$ cat src/hdl/assert_macros.svh
// assertion macros used by the address map table rtl
// depends on nothing; included by address_map_table_unit, the file that carries concurrent checks
`ifndef ASSERT_MACROS_SVH
`define ASSERT_MACROS_SVH

// same-cycle implication, disabled while reset is asserted
`define AMT_ASSERT_NOW(label, clk, rst_n, ante, cons, msg) \
	label: assert property (@(posedge clk) disable iff (!rst_n) (ante) |-> (cons)) \
		else $error(msg);

// next-cycle implication, disabled while reset is asserted
`define AMT_ASSERT_NEXT(label, clk, rst_n, ante, cons, msg) \
	label: assert property (@(posedge clk) disable iff (!rst_n) (ante) |=> (cons)) \
		else $error(msg);

`endif

$ cat src/hdl/amt_pkg.sv
// shared types and codes for the address map table
// depends on nothing; imported by amt_cell, address_map_table_unit, amt_result_check and the testbench
package amt_pkg;

	// operation codes
	localparam logic [1:0] FUNC_ADD      = 2'd0;
	localparam logic [1:0] FUNC_PUB2PRIV = 2'd1;
	localparam logic [1:0] FUNC_PRIV2PUB = 2'd2;
	localparam logic [1:0] FUNC_NONE     = 2'd3;

	// address family codes
	localparam logic [1:0] FAM_IPV4 = 2'd0;
	localparam logic [1:0] FAM_IPV6 = 2'd1;

	typedef struct packed {
		logic [1:0]  func;
		logic [1:0]  key_family;
		logic [63:0] key_addr_hi;
		logic [63:0] key_addr_lo;
		logic [15:0] key_port;
		logic [1:0]  val_family;
		logic [63:0] val_addr_hi;
		logic [63:0] val_addr_lo;
	} in_item_t;

	typedef struct packed {
		logic [1:0]  out_family;
		logic [63:0] out_addr_hi;
		logic [63:0] out_addr_lo;
		logic [15:0] out_port;
		logic        hit;
		logic        table_full;
	} out_item_t;

	// transaction token walking down the cell row
	typedef struct packed {
		logic        vld;
		in_item_t    item;
		logic        found;
		logic [1:0]  res_family;
		logic [63:0] res_addr_hi;
		logic [63:0] res_addr_lo;
	} token_t;

endpackage

$ cat src/hdl/amt_cell.sv
// one table entry of the address map table and its compare logic
// depends on amt_pkg; chained by address_map_table_unit
module amt_cell import amt_pkg::*; #(
	parameter int CNT_W = 5,
	parameter int INDEX = 0
) (
	input  logic             clk,
	input  logic             arst_n,
	input  logic [CNT_W-1:0] count,
	input  token_t           tok_in,
	output token_t           tok_out
);

	logic [1:0]  pub_family_q;
	logic [63:0] pub_addr_hi_q;
	logic [63:0] pub_addr_lo_q;
	logic [1:0]  priv_family_q;
	logic [63:0] priv_addr_hi_q;
	logic [63:0] priv_addr_lo_q;
	token_t      tok_q;
	logic        tok_vld_q;
	token_t      tok_nxt;
	logic        occupied;
	logic        write_en;
	logic        pub_match;
	logic        priv_match;

	// family must agree and be ipv4 or ipv6; ipv4 looks at the low 32 bits only
	function automatic logic same_addr(input logic [1:0] fam, input logic [63:0] hi,
		input logic [63:0] lo, input logic [1:0] sfam, input logic [63:0] shi,
		input logic [63:0] slo);
		logic r;
		r = 1'b0;
		if (fam == sfam) begin
			if (fam == FAM_IPV4)
				r = (lo[31:0] == slo[31:0]);
			else if (fam == FAM_IPV6)
				r = (hi == shi) && (lo == slo);
		end
		return r;
	endfunction

	assign occupied = (CNT_W'(INDEX) < count);
	assign write_en = tok_in.vld && (tok_in.item.func == FUNC_ADD) &&
		(count == CNT_W'(INDEX));

	assign pub_match = same_addr(tok_in.item.key_family, tok_in.item.key_addr_hi,
		tok_in.item.key_addr_lo, pub_family_q, pub_addr_hi_q, pub_addr_lo_q);
	assign priv_match = same_addr(tok_in.item.key_family, tok_in.item.key_addr_hi,
		tok_in.item.key_addr_lo, priv_family_q, priv_addr_hi_q, priv_addr_lo_q);

	// first match along the row wins; later cells pass it through
	always_comb begin
		tok_nxt = tok_in;
		if (tok_in.vld && occupied && !tok_in.found) begin
			case (tok_in.item.func)
				FUNC_PUB2PRIV: begin
					if (pub_match) begin
						tok_nxt.found       = 1'b1;
						tok_nxt.res_family  = priv_family_q;
						tok_nxt.res_addr_hi = priv_addr_hi_q;
						tok_nxt.res_addr_lo = priv_addr_lo_q;
					end
				end
				FUNC_PRIV2PUB: begin
					if (priv_match) begin
						tok_nxt.found       = 1'b1;
						tok_nxt.res_family  = pub_family_q;
						tok_nxt.res_addr_hi = pub_addr_hi_q;
						tok_nxt.res_addr_lo = pub_addr_lo_q;
					end
				end
				default: ;
			endcase
		end
	end

	// entry storage, written once by the add that lands here
	always_ff @(posedge clk) begin
		if (write_en) begin
			pub_family_q   <= tok_in.item.key_family;
			pub_addr_hi_q  <= tok_in.item.key_addr_hi;
			pub_addr_lo_q  <= tok_in.item.key_addr_lo;
			priv_family_q  <= tok_in.item.val_family;
			priv_addr_hi_q <= tok_in.item.val_addr_hi;
			priv_addr_lo_q <= tok_in.item.val_addr_lo;
		end
	end

	// token valid flag
	always_ff @(posedge clk or negedge arst_n) begin
		if (!arst_n) begin
			tok_vld_q <= 1'b0;
		end else begin
			tok_vld_q <= tok_nxt.vld;
		end
	end

	// token payload
	always_ff @(posedge clk) begin
		tok_q <= tok_nxt;
	end

	// payload with the reset valid flag on top
	always_comb begin
		tok_out     = tok_q;
		tok_out.vld = tok_vld_q;
	end

endmodule

$ cat config.mk
export PLATFORM = sky130hd
export DESIGN_NAME = amt_cell
export DESIGN_NICKNAME = d
export VERILOG_FILES = /design/src/hdl/assert_macros.svh /design/src/hdl/amt_pkg.sv /design/src/hdl/amt_cell.sv
export SDC_FILE = /design/constraint.sdc
export NUM_CORES = 1
export LEC_CHECK = 0
export BUFFER_PORTS_ARGS = -buffer_cell sky130_fd_sc_hd__clkbuf_2
export CORE_AREA = 10 10 317 319
export DETAILED_ROUTE_END_ITERATION = 6
export DIE_AREA = 0 0 327 329
export SLEW_MARGIN = 20
export SYNTH_ARGS = -nofsm -noshare
export SYNTH_HDL_FRONTEND = slang
export SYNTH_SLANG_ARGS = --single-unit
$ cat constraint.sdc
create_clock -name clk -period 4.8 [get_ports clk]
set_clock_uncertainty 0.2 [all_clocks]
set_input_delay 0.48 -clock clk [delete_from_list [all_inputs] [get_ports clk]]
set_output_delay 0.48 -clock clk [all_outputs]
set_load 0.05 [all_outputs]
* After elaboration in Yosys (flattened, before gate mapping) *
Index checks and enable logic that the tools add are counted.

word-level totals
  flip-flop bits (word level) = 670
  input bits = 417
  output and inout bits = 410
  logic and storage cells = 51

operators by class
  magnitude comparators = 1
  eq/ne operators = 11
  mux-type cells = 10
  reductions and logical operators = 10

operators with widths
  operator                                            count
  two-way mux 131 bit                                 3
  case mux 131 bit (2 select lines)                   1
  == test 64 bit                                      4
  == test 32 bit                                      2
  logical AND 1 bit                                   6
  two-way mux 1 bit                                   6
  logical NOT 5 bit                                   1
  < comparator 1 x 5 -> 1 bit (first input constant)  1
  == test 2 x 1 -> 1 bit (second input constant)      2
  == test 2 bit                                       2
  logical NOT 2 bit                                   2
  == test 2 bit (second input constant)               1
  logical NOT 1 bit                                   1

* Longest topological paths before layout *
  depth after elaboration = 8
  mapped depth = 11
  gate-level depth less buffers = 9

* Worst setup path after synthesis *
OpenSTA, ideal clock, no wires.

  kind = input-to-reg
  start = input count[3]
  end = register priv_addr_hi_q[0] (enable)
  library setup time = 657 ps
  data arrival time = 7094 ps
  data required time = 3943 ps
  setup slack = -3151 ps
  stages = 3
  path buffers = 0
  path through = or4_1 nor2_1 and3_1

on the way
  word-level cells in the longest chain between the ends = 2

ends and longest elaborated chain
  what                  RTL line        RTL
  start, declared       amt_cell.sv:9   input logic [CNT_W-1:0] count,
  logical NOT 5 bit     amt_cell.sv:45  (count == CNT_W'(INDEX));
  logical AND 1 bit     amt_cell.sv:44  assign write_en = tok_in.vld && (tok_in.item.func == FUNC_ADD) &&
  net write_en          amt_cell.sv:24  logic write_en;
  end signal, assigned  amt_cell.sv:85  priv_addr_hi_q <= tok_in.item.val_addr_hi;
  end, declared         amt_cell.sv:18  logic [63:0] priv_addr_hi_q;

The timed path passes the listed nets, and every way through them passes these cells.
A chain may end at the register's enable or synchronous reset.

==> run_results.csv <==
group,metric,value,unit
floorplan,ios,827,
detailed_routing,routed_wl,117000,um
detailed_routing,dr.pass1.iters,7,
hold_path,hold_start,"tok_in[312]",
placed_design,placedCellCount,3736,
timing,post-route-period-util,0.892,
detailed_routing,detail-route-antenna-nets,0,
layout,post-route-util,0.377,
critical_path,crit_path_end_kind,"flip-flop",
critical_path,critPathMaxFanout,59,
clock_network,clock-sinks,670,
clock_network,cts_buffers,76,
floorplan,die_area,108000,um2
logic_synthesis,ys_seq_area_frac,0.689,
timing,hold_viol,0,
power,finalPower,14200,uW
floorplan,chipWidth,327,um
run,maxCapViolCount,0,
hold_path,hold_class,"primary input to flip-flop",
timing,slew_headroom,0.244,
clock_network,clkTransAtPathRegs,60,ps
placed_design,place_hpwl,90300,um
timing,fin_crit,4280,ps
clock_network,clkLatencyLatePin,650,ps
clock_network,h-tree-depth,3,
critical_path,start_kind,"primary input",
logic_synthesis,yosysWarnings,0,
detailed_routing,viasPerCell,4.47,
placed_design,port_buffers,826,
detailed_routing,vias,19174,
timing,rsz0062_at_grt,"false",
critical_path,crit_arrival,4600,ps
global_routing,track_usage,0.209,
logic_synthesis,async_flop_share,0.00149,
layout,finalNetCount,3380,
critical_path,worstRegToRegCells,9,
power,ir_worst_vdd,0.325,mV
timing,worst_hold_slack,99.1,ps
logic_synthesis,ys_types,39,
layout,layout.cells.non_filler,4294,
critical_path,r2r_start,"pub_addr_lo_q[54]",
global_routing,grt_pass1_wl,160000,um
clock_network,clock_path_buffers,3,
timing,setup_viol,0,
floorplan,coreArea,94300,um2
global_routing,antenna_found_initial,20,
timing,setup_tns,0,ps
logic_synthesis,syn_nets,2104,
layout,syn2layout_area_growth,52.9,%
detailed_routing,drt_iter0_drc,1412,
floorplan,die_h,329,um
layout,drive_gt1_frac,0.326,
global_routing,grt_pass1_vias,20279,
placed_design,gp_congestion,0.842,
clock_network,cts_resized,0,
logic_synthesis,synthCells,1684,
floorplan,start_util,0.246,
timing,slew_viol_final,0,
timing,fmax,0.234,GHz
detailed_routing,drc,0,
logic_synthesis,synth_flop_cell,"dfxtp_1",
floorplan,rows,113,
logic_synthesis,ys_ff_latch,670,
hold_path,holdPathStages,2,
layout,final_common_cell,"clkbuf_2",
global_routing,grt-ovfl-total,0,
clock_network,cts_setup_buffers,0,
logic_synthesis,syn_area,23200,um2
logic_synthesis,synth_edf_count,260,
layout,most-common-layout-cells,"826 x clkbuf_2, 411 x dlygate4sd3_1, 409 x dfxtp_1, 262 x nand2_1, 260 x edfxtp_1",
global_routing,grt_start_max_net_pins,86,
clock_network,cts_tree,"built",
power,p_leak,0.0151,uW
hold_path,min_to,"tok_out[312]",
clock_network,cts_root_buf,"clkbuf_16",
critical_path,critPathKind,"primary input to flip-flop",
layout,fill_cells,9020,
power,powerDensity,398,nW/um2
outcome,status,"complete, no violations",
critical_path,rr_endpoint,"tok_out[54]",
timing,tightest_slew,1130,ps
critical_path,reg2reg_slack,660,ps
detailed_routing,wl_per_cell,27.4,um
logic_synthesis,postSynthAreaPerCell,13.8,um2
critical_path,required,5130,ps
## power by group
part           switching [uW]  total (uW)  internal (uW)
logic                    1430        2100            665
registers                74.6        6200           6130
clock network            2480        5850           3370
total                    3990       14200          10200
## state kept, by name (all words and copies together), names as in the netlist
| register | count |
|---|---|
| tok_out | 409 |
| priv_family_q | 2 |
| tok_vld_q | 1 |
| pub_family_q | 2 |
| pub_addr_hi_q | 64 |
| priv_addr_lo_q | 64 |
| pub_addr_lo_q | 64 |
| priv_addr_hi_q | 64 |
## cell families after synthesis
kind of cell             after synthesis  synth area share
XOR/XNOR                             215            0.0810
AND/OR/NAND/NOR                      397            0.0777
buffers and inverters                103            0.0247
multiplexers                         130            0.0560
flip-flops                           670             0.689
AO/OA/AOI/OAI                        166            0.0697
adder cells (fa/ha/maj)                3           0.00162
## worst max-delay path by stage
| stage | from | end | slack, ps |
|---|---|---|---|
| 2_1_floorplan | count[3] | priv_addr_hi_q[0] | 1140 |
| 3_3_place_gp | tok_in[363] | tok_out[5] | 480 |
| 3_5_place_dp | tok_in[363] | tok_out[128] | 510 |
| 4_1_cts | tok_in[363] | tok_out[20] | 660 |
| 5_1_grt | tok_in[357] | tok_out[52] | 560 |
| 6_report | tok_in[331] | tok_out[54] | 520 |
## what timing repair did
action	in CTS	in global routing
endpoints found under the hold margin	664	0
hold buffers	411	0
endpoints found under the setup margin	0	0
## stage by stage
step	area (um2)	setup slack [ps]
2_1_floorplan	23200	1140
3_3_place_gp	28900	484
3_5_place_dp	28900	511
4_1_cts	35500	656
5_1_grt	35500	564
6_report	35500	521
## critical path: stages
cell,delay [ps]
dlygate4sd3_1,530
clkbuf_2,160
xnor2_1,510
nand4_1,240
nor4_1,920
and3_1,270
a31o_1,180
a21boi_1,100
a211o_4,450
buf_12,220
a221o_1,390
## synth_stat cells (5+ instances only)
| master | n | area (um2) |
|---|---|---|
| nor3_1 | 5 | 25.0 |
| a221o_1 | 131 | 1310 |
| nand2b_1 | 15 | 93.8 |
| dfxtp_1 | 409 | 8190 |
| o2111ai_1 | 5 | 43.8 |
| nor4_1 | 37 | 231 |
| nor2b_1 | 28 | 175 |
| a2111o_1 | 7 | 78.8 |
| inv_1 | 31 | 116 |
| xnor2_1 | 118 | 1030 |
| nor2_1 | 6 | 22.5 |
| nand4_1 | 36 | 225 |
| buf_6 | 23 | 259 |
| xor2_1 | 97 | 850 |
| mux2i_1 | 130 | 1300 |
| edfxtp_1 | 260 | 7810 |
| buf_2 | 6 | 30.0 |
| o22ai_1 | 8 | 50.1 |
| clkbuf_1 | 41 | 154 |
| nand2_1 | 262 | 983 |
## per-layer routing
metal	vias up	wire, um	global-route usage
li1	8666	-	-
met1	9487	46300	0.244
met2	884	59600	0.374
met3	123	8690	0.0557
met4	14	2780	0.0595
met5	-	77	0
## final cells by class
| cell class | count | area, um2 | area share |
|---|---|---|---|
| Antenna cell | 8 | 20.0 | 0.000563 |
| Clock buffer | 109 | 2220 | 0.0626 |
| Sequential cell | 670 | 16000 | 0.451 |
| Inverter | 31 | 116 | 0.00327 |
| Tap cell | 1265 | 1580 | 0.0445 |
| Multi-Input combinational cell | 911 | 6700 | 0.189 |
| Timing Repair Buffer | 1270 | 8600 | 0.242 |
| Clock inverter | 30 | 277 | 0.00778 |
(Power assumes the default switching activity.)
